File: src/hdl/paap_pkg.sv
// ----------------------------------------------------------------------------
// paap_pkg
// Shared constants, types and register codes of the pedal average block.
// ----------------------------------------------------------------------------
package paap_pkg;

  localparam int unsigned SAMPLE_BITS = 12;
  localparam int unsigned WINDOW      = 20;

  localparam int unsigned PCT_W  = 7;
  localparam int unsigned POS_W  = (WINDOW > 1) ? $clog2(WINDOW) : 1;
  localparam int unsigned CNT_W  = $clog2(WINDOW + 1);
  localparam int unsigned SUM_W  = SAMPLE_BITS + ((WINDOW > 1) ? $clog2(WINDOW) : 0);
  // (max - avg) * 100 + span / 2 is the widest dividend
  localparam int unsigned DIV_W  = SAMPLE_BITS + PCT_W;
  localparam int unsigned DEN_W  = SAMPLE_BITS;
  localparam int unsigned STEP_W = $clog2(DIV_W);

  localparam int unsigned ADDR_W = 5;
  localparam int unsigned DATA_W = 32;

  localparam logic [PCT_W-1:0] PCT_MAX = PCT_W'(100);

  localparam logic [SAMPLE_BITS-1:0] BRAKE_MIN_RST = SAMPLE_BITS'(2250);
  localparam logic [SAMPLE_BITS-1:0] BRAKE_MAX_RST = SAMPLE_BITS'(3650);
  localparam logic [SAMPLE_BITS-1:0] GAS_MIN_RST   = SAMPLE_BITS'(440);
  localparam logic [SAMPLE_BITS-1:0] GAS_MAX_RST   = SAMPLE_BITS'(3650);
  localparam logic [PCT_W-1:0]       THRESH_RST    = PCT_W'(20);

  typedef enum logic [2:0] {
    REG_BRAKE_MIN = 3'd0,
    REG_BRAKE_MAX = 3'd1,
    REG_GAS_MIN   = 3'd2,
    REG_GAS_MAX   = 3'd3,
    REG_THRESH    = 3'd4
  } reg_idx_e;

  typedef enum logic [3:0] {
    S_IDLE,
    S_PUSH,
    S_AVG_B_GO,
    S_AVG_B_WT,
    S_AVG_G_GO,
    S_AVG_G_WT,
    S_PCT_B_GO,
    S_PCT_B_WT,
    S_PCT_G_GO,
    S_PCT_G_WT,
    S_DONE
  } seq_state_e;

  typedef struct packed {
    logic [SAMPLE_BITS-1:0] brake_min;
    logic [SAMPLE_BITS-1:0] brake_max;
    logic [SAMPLE_BITS-1:0] gas_min;
    logic [SAMPLE_BITS-1:0] gas_max;
    logic [PCT_W-1:0]       thresh;
  } cfg_t;

  typedef struct packed {
    logic [SUM_W-1:0] sum_b;
    logic [SUM_W-1:0] sum_g;
    logic [CNT_W-1:0] count;
  } win_t;

endpackage

File: src/hdl/paap_cfg.sv
// ----------------------------------------------------------------------------
// paap_cfg
// APB register file: clamp bounds and pressed threshold.
// ----------------------------------------------------------------------------
module paap_cfg (
  input  logic                         clk_i,
  input  logic                         rst_ni,
  input  logic                         psel_i,
  input  logic                         penable_i,
  input  logic                         pwrite_i,
  input  logic [paap_pkg::ADDR_W-1:0]  paddr_i,
  input  logic [paap_pkg::DATA_W-1:0]  pwdata_i,
  output logic [paap_pkg::DATA_W-1:0]  prdata_o,
  output logic                         pready_o,
  output paap_pkg::cfg_t               cfg_o
);
  import paap_pkg::*;

  cfg_t     cfg_q;
  reg_idx_e idx;
  logic     wr_en;

  assign idx      = reg_idx_e'(paddr_i[ADDR_W-1:2]);
  assign wr_en    = psel_i & penable_i & pwrite_i;
  assign pready_o = 1'b1;
  assign cfg_o    = cfg_q;

  always_ff @(posedge clk_i or negedge rst_ni) begin
    if (!rst_ni) begin
      cfg_q.brake_min <= BRAKE_MIN_RST;
      cfg_q.brake_max <= BRAKE_MAX_RST;
      cfg_q.gas_min   <= GAS_MIN_RST;
      cfg_q.gas_max   <= GAS_MAX_RST;
      cfg_q.thresh    <= THRESH_RST;
    end else if (wr_en) begin
      case (idx)
        REG_BRAKE_MIN: cfg_q.brake_min <= pwdata_i[SAMPLE_BITS-1:0];
        REG_BRAKE_MAX: cfg_q.brake_max <= pwdata_i[SAMPLE_BITS-1:0];
        REG_GAS_MIN:   cfg_q.gas_min   <= pwdata_i[SAMPLE_BITS-1:0];
        REG_GAS_MAX:   cfg_q.gas_max   <= pwdata_i[SAMPLE_BITS-1:0];
        REG_THRESH:    cfg_q.thresh    <= pwdata_i[PCT_W-1:0];
        default: ;
      endcase
    end
  end

  always_comb begin
    prdata_o = '0;
    case (idx)
      REG_BRAKE_MIN: prdata_o = DATA_W'(cfg_q.brake_min);
      REG_BRAKE_MAX: prdata_o = DATA_W'(cfg_q.brake_max);
      REG_GAS_MIN:   prdata_o = DATA_W'(cfg_q.gas_min);
      REG_GAS_MAX:   prdata_o = DATA_W'(cfg_q.gas_max);
      REG_THRESH:    prdata_o = DATA_W'(cfg_q.thresh);
      default:       prdata_o = '0;
    endcase
  end

endmodule

File: src/hdl/paap_window.sv
// ----------------------------------------------------------------------------
// paap_window
// Brake and gas sample windows with running sums and fill tracking.
// ----------------------------------------------------------------------------
module paap_window (
  input  logic                             clk_i,
  input  logic                             rst_ni,
  input  logic                             push_i,
  input  logic [paap_pkg::SAMPLE_BITS-1:0] brake_i,
  input  logic [paap_pkg::SAMPLE_BITS-1:0] gas_i,
  output paap_pkg::win_t                   win_o
);
  import paap_pkg::*;

  logic [SAMPLE_BITS-1:0] win_b_q [WINDOW];
  logic [SAMPLE_BITS-1:0] win_g_q [WINDOW];
  logic [POS_W-1:0]       pos_q;
  logic                   full_q;
  logic [SUM_W-1:0]       sum_b_q, sum_g_q;
  logic [CNT_W-1:0]       count_q;
  logic [SAMPLE_BITS-1:0] old_b, old_g;
  logic                   wrap;

  // entries not yet written since reset read as zero
  assign old_b = full_q ? win_b_q[pos_q] : '0;
  assign old_g = full_q ? win_g_q[pos_q] : '0;
  assign wrap  = (pos_q == POS_W'(WINDOW - 1));

  always_ff @(posedge clk_i or negedge rst_ni) begin
    if (!rst_ni) begin
      pos_q   <= '0;
      full_q  <= 1'b0;
      sum_b_q <= '0;
      sum_g_q <= '0;
      count_q <= CNT_W'(1);
    end else if (push_i) begin
      sum_b_q <= sum_b_q - SUM_W'(old_b) + SUM_W'(brake_i);
      sum_g_q <= sum_g_q - SUM_W'(old_g) + SUM_W'(gas_i);
      count_q <= full_q ? CNT_W'(WINDOW) : CNT_W'(pos_q) + CNT_W'(1);
      if (wrap) begin
        pos_q  <= '0;
        full_q <= 1'b1;
      end else begin
        pos_q <= pos_q + POS_W'(1);
      end
    end
  end

  always_ff @(posedge clk_i) begin
    if (push_i) begin
      win_b_q[pos_q] <= brake_i;
      win_g_q[pos_q] <= gas_i;
    end
  end

  assign win_o.sum_b = sum_b_q;
  assign win_o.sum_g = sum_g_q;
  assign win_o.count = count_q;

endmodule

File: src/hdl/paap_divider.sv
// ----------------------------------------------------------------------------
// paap_divider
// Restoring radix-2 divider, one quotient bit per cycle.
// ----------------------------------------------------------------------------
module paap_divider (
  input  logic                       clk_i,
  input  logic                       rst_ni,
  input  logic                       start_i,
  input  logic [paap_pkg::DIV_W-1:0] dividend_i,
  input  logic [paap_pkg::DEN_W-1:0] divisor_i,
  output logic                       busy_o,
  output logic                       done_o,
  output logic [paap_pkg::DIV_W-1:0] quotient_o
);
  import paap_pkg::*;

  logic [DIV_W-1:0]  quo_q;
  logic [DEN_W-1:0]  rem_q, den_q;
  logic [STEP_W-1:0] step_q;
  logic              busy_q, done_q;
  logic [DEN_W:0]    rem_sh, rem_sub;
  logic              fits;

  assign rem_sh  = {rem_q, quo_q[DIV_W-1]};
  assign rem_sub = rem_sh - {1'b0, den_q};
  assign fits    = (rem_sh >= {1'b0, den_q});

  always_ff @(posedge clk_i or negedge rst_ni) begin
    if (!rst_ni) begin
      busy_q <= 1'b0;
      done_q <= 1'b0;
      step_q <= '0;
    end else begin
      done_q <= 1'b0;
      if (start_i) begin
        busy_q <= 1'b1;
        step_q <= STEP_W'(DIV_W - 1);
      end else if (busy_q) begin
        if (step_q == '0) begin
          busy_q <= 1'b0;
          done_q <= 1'b1;
        end else begin
          step_q <= step_q - STEP_W'(1);
        end
      end
    end
  end

  always_ff @(posedge clk_i) begin
    if (start_i) begin
      quo_q <= dividend_i;
      rem_q <= '0;
      den_q <= divisor_i;
    end else if (busy_q) begin
      quo_q <= {quo_q[DIV_W-2:0], fits};
      rem_q <= fits ? rem_sub[DEN_W-1:0] : rem_sh[DEN_W-1:0];
    end
  end

  assign busy_o     = busy_q;
  assign done_o     = done_q;
  assign quotient_o = quo_q;

  a_rem_below_den: assert property (@(posedge clk_i) disable iff (!rst_ni)
    busy_q && !start_i && !$past(start_i) |-> rem_q < den_q)
    else $error("divider remainder not below divisor");

  a_start_when_free: assert property (@(posedge clk_i) disable iff (!rst_ni)
    start_i |-> !busy_q)
    else $error("divider started while busy");

endmodule

File: src/hdl/pedal_adc_average_percent.sv
// ----------------------------------------------------------------------------
// pedal_adc_average_percent
// Clamped moving average of brake and gas samples, mapped to percent.
// ----------------------------------------------------------------------------
// Each transfer carries one brake and one gas sample. Samples are clamped to
// their register bounds, averaged over the last 20 samples (fewer until the
// window fills) and mapped to a rounded percent, 0 at the max bound and 100 at
// the min bound. All four divisions (two averages, two percents) run in turn
// through one shared bit-serial divider of 19 steps. A percent division is
// skipped, and its percent set to 0, for an empty span or an average at or
// above the max bound. in_stall_o stays high until the result is loaded, so
// the next input transfer is taken only after that, and later while the
// output register still holds an unsent result. A finished result waits in
// the output register while the next item is taken.
// Window stores need no clearing pass after reset.
module pedal_adc_average_percent (
  input  logic                             clk_i,
  input  logic                             rst_ni,
  input  logic                             in_valid_i,
  output logic                             in_stall_o,
  input  logic [paap_pkg::SAMPLE_BITS-1:0] brake_raw_i,
  input  logic [paap_pkg::SAMPLE_BITS-1:0] gas_raw_i,
  output logic                             out_valid_o,
  input  logic                             out_stall_i,
  output logic [paap_pkg::PCT_W-1:0]       brake_pct_o,
  output logic [paap_pkg::PCT_W-1:0]       gas_pct_o,
  output logic                             brake_pressed_o,
  input  logic                             psel,
  input  logic                             penable,
  input  logic                             pwrite,
  input  logic [paap_pkg::ADDR_W-1:0]      paddr,
  input  logic [paap_pkg::DATA_W-1:0]      pwdata,
  output logic [paap_pkg::DATA_W-1:0]      prdata,
  output logic                             pready
);
  import paap_pkg::*;

  cfg_t       cfg;
  win_t       win;
  seq_state_e state_q, state_d;

  logic [SAMPLE_BITS-1:0] b_smp_q, g_smp_q, b_avg_q, g_avg_q;
  logic [SAMPLE_BITS-1:0] b_lo, b_hi, g_lo, g_hi;
  logic [PCT_W-1:0]       b_pct_q, g_pct_q;
  logic [PCT_W-1:0]       out_b_q, out_g_q;
  logic                   out_p_q, out_valid_q;
  logic                   in_acc, push, load_out;

  logic                   div_start, div_busy, div_done;
  logic [DIV_W-1:0]       div_num, div_quo;
  logic [DEN_W-1:0]       div_den;
  logic [PCT_W-1:0]       quo_sat;

  logic                   pct_gas, pct_skip;
  logic [SAMPLE_BITS-1:0] p_lo, p_hi, p_avg, p_diff, p_span;
  logic [DIV_W-1:0]       p_num;

  paap_cfg u_cfg (
    .clk_i     (clk_i),
    .rst_ni    (rst_ni),
    .psel_i    (psel),
    .penable_i (penable),
    .pwrite_i  (pwrite),
    .paddr_i   (paddr),
    .pwdata_i  (pwdata),
    .prdata_o  (prdata),
    .pready_o  (pready),
    .cfg_o     (cfg)
  );

  paap_window u_win (
    .clk_i   (clk_i),
    .rst_ni  (rst_ni),
    .push_i  (push),
    .brake_i (b_smp_q),
    .gas_i   (g_smp_q),
    .win_o   (win)
  );

  paap_divider u_div (
    .clk_i      (clk_i),
    .rst_ni     (rst_ni),
    .start_i    (div_start),
    .dividend_i (div_num),
    .divisor_i  (div_den),
    .busy_o     (div_busy),
    .done_o     (div_done),
    .quotient_o (div_quo)
  );

  assign b_lo = cfg.brake_min;
  assign b_hi = cfg.brake_max;
  assign g_lo = cfg.gas_min;
  assign g_hi = cfg.gas_max;

  // percent operands, shared between the two channels
  assign pct_gas  = (state_q == S_PCT_G_GO);
  assign p_lo     = pct_gas ? g_lo : b_lo;
  assign p_hi     = pct_gas ? g_hi : b_hi;
  assign p_avg    = pct_gas ? g_avg_q : b_avg_q;
  assign pct_skip = (p_hi <= p_lo) || (p_avg >= p_hi);
  assign p_diff   = p_hi - p_avg;
  assign p_span   = p_hi - p_lo;
  assign p_num    = DIV_W'(p_diff) * DIV_W'(100) + DIV_W'(p_span >> 1);

  assign quo_sat = (div_quo > DIV_W'(PCT_MAX)) ? PCT_MAX : div_quo[PCT_W-1:0];

  assign in_acc = in_valid_i && !in_stall_o;

  always_ff @(posedge clk_i or negedge rst_ni) begin
    if (!rst_ni) begin
      state_q <= S_IDLE;
    end else begin
      state_q <= state_d;
    end
  end

  always_comb begin
    state_d    = state_q;
    in_stall_o = 1'b1;
    push       = 1'b0;
    div_start  = 1'b0;
    div_num    = '0;
    div_den    = '0;
    load_out   = 1'b0;
    case (state_q)
      S_IDLE: begin
        in_stall_o = 1'b0;
        if (in_valid_i) state_d = S_PUSH;
      end
      S_PUSH: begin
        push    = 1'b1;
        state_d = S_AVG_B_GO;
      end
      S_AVG_B_GO: begin
        div_start = 1'b1;
        div_num   = DIV_W'(win.sum_b);
        div_den   = DEN_W'(win.count);
        state_d   = S_AVG_B_WT;
      end
      S_AVG_B_WT: begin
        if (div_done) state_d = S_AVG_G_GO;
      end
      S_AVG_G_GO: begin
        div_start = 1'b1;
        div_num   = DIV_W'(win.sum_g);
        div_den   = DEN_W'(win.count);
        state_d   = S_AVG_G_WT;
      end
      S_AVG_G_WT: begin
        if (div_done) state_d = S_PCT_B_GO;
      end
      S_PCT_B_GO: begin
        if (pct_skip) begin
          state_d = S_PCT_G_GO;
        end else begin
          div_start = 1'b1;
          div_num   = p_num;
          div_den   = DEN_W'(p_span);
          state_d   = S_PCT_B_WT;
        end
      end
      S_PCT_B_WT: begin
        if (div_done) state_d = S_PCT_G_GO;
      end
      S_PCT_G_GO: begin
        if (pct_skip) begin
          state_d = S_DONE;
        end else begin
          div_start = 1'b1;
          div_num   = p_num;
          div_den   = DEN_W'(p_span);
          state_d   = S_PCT_G_WT;
        end
      end
      S_PCT_G_WT: begin
        if (div_done) state_d = S_DONE;
      end
      S_DONE: begin
        if (!out_valid_q || !out_stall_i) begin
          load_out = 1'b1;
          state_d  = S_IDLE;
        end
      end
      default: state_d = S_IDLE;
    endcase
  end

  // clamp: lower bound first, then upper
  always_ff @(posedge clk_i) begin
    if (in_acc) begin
      if (brake_raw_i < b_lo)      b_smp_q <= (b_lo > b_hi) ? b_hi : b_lo;
      else if (brake_raw_i > b_hi) b_smp_q <= b_hi;
      else                         b_smp_q <= brake_raw_i;
      if (gas_raw_i < g_lo)        g_smp_q <= (g_lo > g_hi) ? g_hi : g_lo;
      else if (gas_raw_i > g_hi)   g_smp_q <= g_hi;
      else                         g_smp_q <= gas_raw_i;
    end
    if (state_q == S_AVG_B_WT && div_done) b_avg_q <= div_quo[SAMPLE_BITS-1:0];
    if (state_q == S_AVG_G_WT && div_done) g_avg_q <= div_quo[SAMPLE_BITS-1:0];
    if (state_q == S_PCT_B_GO && pct_skip) b_pct_q <= '0;
    if (state_q == S_PCT_B_WT && div_done) b_pct_q <= quo_sat;
    if (state_q == S_PCT_G_GO && pct_skip) g_pct_q <= '0;
    if (state_q == S_PCT_G_WT && div_done) g_pct_q <= quo_sat;
    if (load_out) begin
      out_b_q <= b_pct_q;
      out_g_q <= g_pct_q;
      out_p_q <= (b_pct_q > cfg.thresh);
    end
  end

  always_ff @(posedge clk_i or negedge rst_ni) begin
    if (!rst_ni) begin
      out_valid_q <= 1'b0;
    end else if (load_out) begin
      out_valid_q <= 1'b1;
    end else if (!out_stall_i) begin
      out_valid_q <= 1'b0;
    end
  end

  assign out_valid_o     = out_valid_q;
  assign brake_pct_o     = out_b_q;
  assign gas_pct_o       = out_g_q;
  assign brake_pressed_o = out_p_q;

  a_pct_range: assert property (@(posedge clk_i) disable iff (!rst_ni)
    out_valid_o |-> (brake_pct_o <= PCT_MAX) && (gas_pct_o <= PCT_MAX))
    else $error("percent out of range");

  a_pressed_thresh: assert property (@(posedge clk_i) disable iff (!rst_ni)
    out_valid_o && brake_pressed_o |-> brake_pct_o > cfg.thresh)
    else $error("pressed flag without percent above threshold");

  a_no_overwrite: assert property (@(posedge clk_i) disable iff (!rst_ni)
    out_valid_q && out_stall_i |=> !$past(load_out))
    else $error("pending result overwritten");

  a_done_only_waiting: assert property (@(posedge clk_i) disable iff (!rst_ni)
    div_done |-> (state_q == S_AVG_B_WT || state_q == S_AVG_G_WT ||
                  state_q == S_PCT_B_WT || state_q == S_PCT_G_WT))
    else $error("divider result outside a wait state");

  a_busy_waiting: assert property (@(posedge clk_i) disable iff (!rst_ni)
    div_busy |-> (state_q == S_AVG_B_WT || state_q == S_AVG_G_WT ||
                  state_q == S_PCT_B_WT || state_q == S_PCT_G_WT))
    else $error("divider busy outside a wait state");

endmodule

File: config.mk
export PLATFORM = sky130hd
export DESIGN_NAME = pedal_adc_average_percent
export DESIGN_NICKNAME = d
export VERILOG_FILES = /design/src/hdl/paap_pkg.sv /design/src/hdl/paap_cfg.sv /design/src/hdl/paap_window.sv /design/src/hdl/paap_divider.sv /design/src/hdl/pedal_adc_average_percent.sv
export SDC_FILE = /design/constraint.sdc
export NUM_CORES = 1
export LEC_CHECK = 0
export ABC_AREA = 1
export BUFFER_PORTS_ARGS = -buffer_cell sky130_fd_sc_hd__buf_2
export CORE_MARGIN = 2
export CORE_UTILIZATION = 60
export CTS_CLUSTER_SIZE = 8
export DETAILED_ROUTE_END_ITERATION = 6
export PLACE_DENSITY = 0.77
export SYNTH_ARGS = -nofsm -noshare
export SYNTH_HDL_FRONTEND = slang
export SYNTH_SLANG_ARGS = --single-unit
File: constraint.sdc
create_clock -name clk_i -period 9.4 [get_ports clk_i]
set_input_delay 1.41 -clock clk_i [delete_from_list [all_inputs] [get_ports clk_i]]
set_output_delay 1.41 -clock clk_i [all_outputs]
set_load 0.05 [all_outputs]
**Word-level counts from Yosys, hierarchy flattened**

Memories as Yosys holds them, arrays and structs flattened.
Cells that the tools add are included.

- Register bits: 232
- RAM bits: 480
- Bits of input ports: 68
- Output and inout bits: 50
- Word-level logic and storage cells: 157
- Memories: 2

- Add/sub/neg operators: 10
- Multiply operators: 1
- Magnitude comparators: 11
- Equality and inequality tests: 23
- Muxes and demuxes: 54
- Bitwise operators: 2
- Reduce and logical (&&, ||, !) cells: 27

Memories:

| name | words | width | rd ports | clocked after Yosys merged registers in | write ports | line | RTL |
|---|---|---|---|---|---|---|---|
| u_win.win_b_q | 20 | 12 | 1 | 0 | 1 | paap_window.sv:15 | `logic [SAMPLE_BITS-1:0] win_b_q [WINDOW];` |
| u_win.win_g_q | 20 | 12 | 1 | 0 | 1 | paap_window.sv:16 | `logic [SAMPLE_BITS-1:0] win_g_q [WINDOW];` |

Operator list:

| kind | number |
|---|---|
| $mux 12 | 13 |
| $pmux 12 s5 | 1 |
| $mux 19 | 3 |
| $pmux 19 s3 | 1 |
| $gt 12x12->1 | 4 |
| $pmux 4 s11 | 1 |
| $sub 12x12->12 | 3 |
| $mux 7 | 5 |
| $add 17x12->17 | 2 |
| $sub 17x12->17 | 2 |
| $mux 4 | 7 |
| $mux 5 | 5 |
| $lt 12x12->1 | 2 |
| $pmux 12 s2 | 1 |
| $add 19x11->19 | 1 |
| $gt 19x7->1 const B | 1 |
| $mul 12x5->17 const B | 1 |
| $eq 4x3->1 const B | 4 |
| $mux 1 | 15 |
| $reduce_and 2->1 | 7 |
| $ge 13x12->1 | 1 |
| $eq 4x4->1 const B | 3 |
| $ge 12x12->1 | 1 |
| $le 12x12->1 | 1 |
| other kinds (23) | 43 |

**Longest topological paths before layout**

- Word-level depth: 8
- Depth in mapped cells: 36
- Depth with buffers taken out: 34

**By module**

From an unflattened synthesis, not the netlist that was laid out.

- Cells, all modules: 4,228
- Area total of the unflattened synthesis: 38,966.1 um2

Modules (own cells, without submodules):

| module | instances | cells each | area an instance (um2) |
|---|---|---|---|
| paap_window | 1 | 2,221 | 23,592.6 |
| pedal_adc_average_percent | 1 | 1,293 | 9,465.3 |
| paap_cfg | 1 | 350 | 3,052.9 |
| paap_divider | 1 | 364 | 2,855.2 |

**Worst setup path before layout**

No wires, ideal clock.

- Path type: register to register
- From: reg state_q[3]
- To: reg u_div.quo_q[16] (netlist: u_div.quotient_o[16]) (data pin)
- Library setup time: 0.261 ns
- Data arrival time: 5.571 ns
- Required time: 9.139 ns
- Setup slack: 3.567 ns
- Stages on the path, launching flop included: 34
- Path buffers: 2
- Path through: dfrtp_1 > inv_2 > nor2_4 > nand2_2 > buf_4 > clkbuf_1 > mux2i_1 > ha_1 > inv_1 > fa_1 > xor2_1 > ha_1 > ha_1 > ha_1 > xor2_1 > ha_1 > nand2_1 > nand3_1 > xnor2_1 > inv_1 > ha_1 > nand2_1 > nor3_1 > nand2_1 > o211ai_1 > nand2_1 > nand2_1 > nand3_1 > nor2_1 > nand2_1 > nand2_1 > inv_1 > nand2_1 > nand3b_1

- Word-level cells in the longest chain between the ends: 8
- Elaborated cells between the ends (all ways): 21
- Classes of those cells: add/sub (3); mul (1); order compare (2); eq/ne (4); mux (8); reduce/logical (3)

RTL lines:

| element | line | RTL |
|---|---|---|
| from (decl) | pedal_adc_average_percent.sv:40 | `seq_state_e state_q, state_d;` |
| from (signal assigned) | pedal_adc_average_percent.sv:114 | `state_q <= state_d;` |
| $eq 4x4->1 | pedal_adc_average_percent.sv:97, pedal_adc_average_percent.sv:126 |  |
| $mux 12, on equally long branches | pedal_adc_average_percent.sv:99, pedal_adc_average_percent.sv:100 |  |
| $sub 12x12->12 | pedal_adc_average_percent.sv:102 | `assign p_diff = p_hi - p_avg;` |
| $mul 12x5->17 | pedal_adc_average_percent.sv:104 | `assign p_num = DIV_W'(p_diff) * DIV_W'(100) + DIV_W'(p_span >> 1);` |
| $add 19x11->19 | pedal_adc_average_percent.sv:104 |  |
| $mux 19 | pedal_adc_average_percent.sv:154, pedal_adc_average_percent.sv:167 |  |
| $pmux 19 s3 | pedal_adc_average_percent.sv:126 | `case (state_q)` |
| $mux 19 (*) | paap_divider.sv:50 | `if (start_i) begin` |
| to (signal assigned) | paap_divider.sv:51 | `quo_q <= dividend_i;` |
| to (signal assigned) | paap_divider.sv:55 | `quo_q <= {quo_q[DIV_W-2:0], fits};` |
| to (decl) | paap_divider.sv:17 | `logic [DIV_W-1:0] quo_q;` |

Mark *: on every way between the ends. The rest lies on a longest branch, timed or not.
A chain may end at the register's enable or synchronous reset.

**Final worst setup path**

- From: reg state_q[1]
- To: reg u_div.quo_q[16] (netlist: u_div.quotient_o[16]) (data pin)

The elaborated chain is that of the path after synthesis.

==> reports/metrics.cfg <==
[die]
die_area_um2=63210
ioPinCount=118
rows=90
die_h_um=251.4
initial_core_util_pct=60.74
fp.dieW_um=251.4
fp.coreArea_um2=60470

[pwr]
switchingPower_mw=7.268
leakage_nw=16.44
p_sw_share_pct=44.66
p_int_mw=9.007
clockPowerShare_pct=20.4
power_density_nw_per_um2=399.3
vdd_drop_max_uv=500.3
combPwrFrac_pct=52.0
seqPwrFrac_pct=27.6

[clocking]
insertion_delay_ns=0.69
ctsHoldBuffers=0
cts_resized=0
h-tree-depth=3
cts_tree=done
cts_buffers=99
cts_buffer_depth=3
post_cts_buffers=0
clkSinkCount=712
clkTransAtPathRegs_ns=0.05
root_buffer=clkbuf_16

[setup_path]
cp-start-kind=flip-flop
cp_data_arrival_time_ns=7.17
criticalPathCategory=flip-flop to flip-flop
crit_path_end_kind=flip-flop
crit_path_frequent_cell=inv_1
slowest_delay_ns=0.53
crit_path_max_fanout=38
crit_required_ns=9.79
crit_slowest_cell=fa_1
rrSetupSlack_ns=2.61

[sta]
fin_skew_ns=0.07864
setup_violations=0
post-route-period-util_pct=72.20
maxSlewHeadroom_pct=14.93
grt_setup_unrepaired=no
maxClockFrequency_mhz=147.3
fin_setup_tns_ns=0
hold_violations=0
period_needed_ns=6.787
slew_viol_final=0
tightestPinTransition_ns=1.275

[yosys]
ys_types=52
netlist_instances=3681
synth_compound_area_share_pct=12.81
synth.largest_area_cell=edfxtp_1
synth_top_family_by_area=simple AND/OR/NAND/NOR gates
yosys-mux-area-fraction_pct=0.2453
syn_area_um2=36730
yosys_warnings=0
yosys.area_share.adder_pct=8.564
ys_async_sr_fraction_pct=15.73
synth.top_cell.area_share_pct=48.07
synth-simple-area-share_pct=14.22
avgSynthCellArea_um2=9.978
synth_edf_count=588
ys.flop_type=edfxtp_1
synthTopCellsByArea=edfxtp_1 48%, ha_1 6.7%, nand2_1 6.3%
synth-seq-cells=712
synth_xor_area_share_pct=1.765
seq_area_frac_synth_pct=56.44

[global_routing]
grt-ovfl-total=0
grtUsageTotal_pct=30.29
use_met3_pct=5.066
grt_pass1_wl_mm=146.8
met1_usage_pct=41.00
grt_pass1_vias=26630
grt_max_degree=133
globalRouteMet2Util_pct=48.16
antenna_found_initial=0
busiest_layer=met2

[cells_and_area]
nets=4051
final_area_um2=40760
fillCellCount=4473
diodes=0
layout-drive-gt1-share_pct=8.440
multi_input_area_um2=14010
regArea_um2=20740
area_growth_pct=10.98
utilization_pct=67.41

[route]
drtAntennaViolNets=0
post_drt_wl_per_cell_um=20.69
wirelength_mm=95.11
drtIter0Drc=3055
vias=27740
drtPass1Iterations=6
drc=0
vias_per_cell=6.034

[worst_hold_path]
hold_path_class=flip-flop to flip-flop

[run_status]
outcome=finished, final reports clean

[placed_design]
hpwl_mm=61.28
place_congestion=0.9694
place_area_um2=37870
portBuffers=74

[run]
cap_viol_max_count=0

==> critical path: cells and delay by family, from the launching register on <==
kind | cells | cell delay [ns]
XOR/XNOR | 1 | 0.40
AND/OR/NAND/NOR | 13 | 1.87
adder cells (fa/ha/maj) | 5 | 1.88
flip-flops | 1 | 0.46
AO/OA/AOI/OAI | 3 | 0.98
buffers and inverters | 8 | 0.92
==> Yosys cell counts (12+ instances only) <==
cell type  number
dfstp_2        23
a21oi_1       144
nand3b_1       23
xnor2_1        31
nor2_1        413
o211ai_1       34
fa_1           34
ha_1          197
clkbuf_1      135
nand2_1       615
dfrtp_1        89
nand4_1        24
xor2_1         43
dfxtp_1        12
nand3_1       139
nand2_2        12
a221oi_1       32
o21ai_0       428
nor3_1         18
edfxtp_1      588
o22ai_1       150
buf_4          24
inv_1         367
==> kinds of logic after synthesis <==
family          Yosys count
other cells               2
flops                   712
simple gates           1268
mux                       9
buf+inv                 546
fa+ha+maj               231
compound gates          839
xor+xnor                 74
==> cell usage in the layout (no fill, tap or decap), types with 31 or more instances in the layout <==
master,synthesis,routed
xor2_1,43,43
buf_2,4,73
nor2_1,413,391
buf_4,24,49
clkbuf_1,135,56
dfrtp_1,89,87
fa_1,34,34
o22ai_1,150,150
o211ai_1,34,34
clkbuf_16,0,100
xnor2_1,31,31
nand3_1,139,139
edfxtp_1,588,588
ha_1,197,197
inv_1,367,366
nand2_1,615,615
a21oi_1,144,144
o21ai_0,428,428
==> power by group through the flow <==
stage	clock, mW	sequential, mW	combinational (mW)
floorplan	0	4.30	6.57
global placement	0	4.52	8.12
detailed placement	0	4.54	8.28
CTS	3.33	4.48	8.35
global route	3.47	4.54	9.60
finish	3.32	4.50	8.46
==> path summary, 6_finish.rpt <==
| kind | to | cells past startpoint | startpoint |
|---|---|---|---|
| min reg2reg | gas_pct_o[1]$_DFFE_PP_ | 0 | g_pct_q[1]$_SDFFCE_PN0P_ |
| max | u_div.quotient_o[16]$_DFFE_PP_ | 30 | state_q[1]$_DFFE_PN0P_ |
| max reg2reg | u_div.quotient_o[16]$_DFFE_PP_ | 30 | state_q[1]$_DFFE_PN0P_ |
| min in group asynchronous | u_win.sum_g_q[7]$_DFFE_PN0P_ | 1 | rst_ni |
| min | gas_pct_o[1]$_DFFE_PP_ | 0 | g_pct_q[1]$_SDFFCE_PN0P_ |
| max in group asynchronous | u_cfg.cfg_o[25]$_DFFE_PN0P_ | 2 | rst_ni |
==> metrics by stage <==
step	hold slack, ns	setup slack, ns	power, mW	cells
global route	0.4368	2.042	17.61	4597
floorplan	0.4003	3.567	10.87	3700
global placement	0.4032	2.802	12.64	4433
detailed placement	0.4045	2.671	12.82	4433
CTS	0.4156	2.657	16.17	4597
finish	0.4138	2.613	16.28	4597
==> state kept, by name (all words and copies together) (netlist names), 7 cells and up <==
register	flops
b_avg_q	12
b_pct_q	7
b_smp_q	12
brake_pct_o	7
g_avg_q	12
g_pct_q	7
g_smp_q	12
gas_pct_o	7
u_cfg.cfg_o	55
u_div.den_q	12
u_div.quotient_o	19
u_div.rem_q	12
u_win.sum_b_q	17
u_win.sum_g_q	17
u_win.win_b_q	240
u_win.win_g_q	240
==> per-layer routing <==
layer	wire [um]	vias up
met5	0	-
li1	-	12920
met4	4294	0
met3	9664	276
met2	43600	1455
met1	37550	13090
==> area by class of cell <==
type	instances	area share, %
Sequential cell	712	50.87
Tap cell	782	2.400
Inverter	375	3.469
Clock inverter	7	0.4052
Multi-Input combinational cell	2442	34.37
Clock buffer	157	6.688
Timing Repair Buffer	122	1.799
Power figures use the tool's default switching activity.
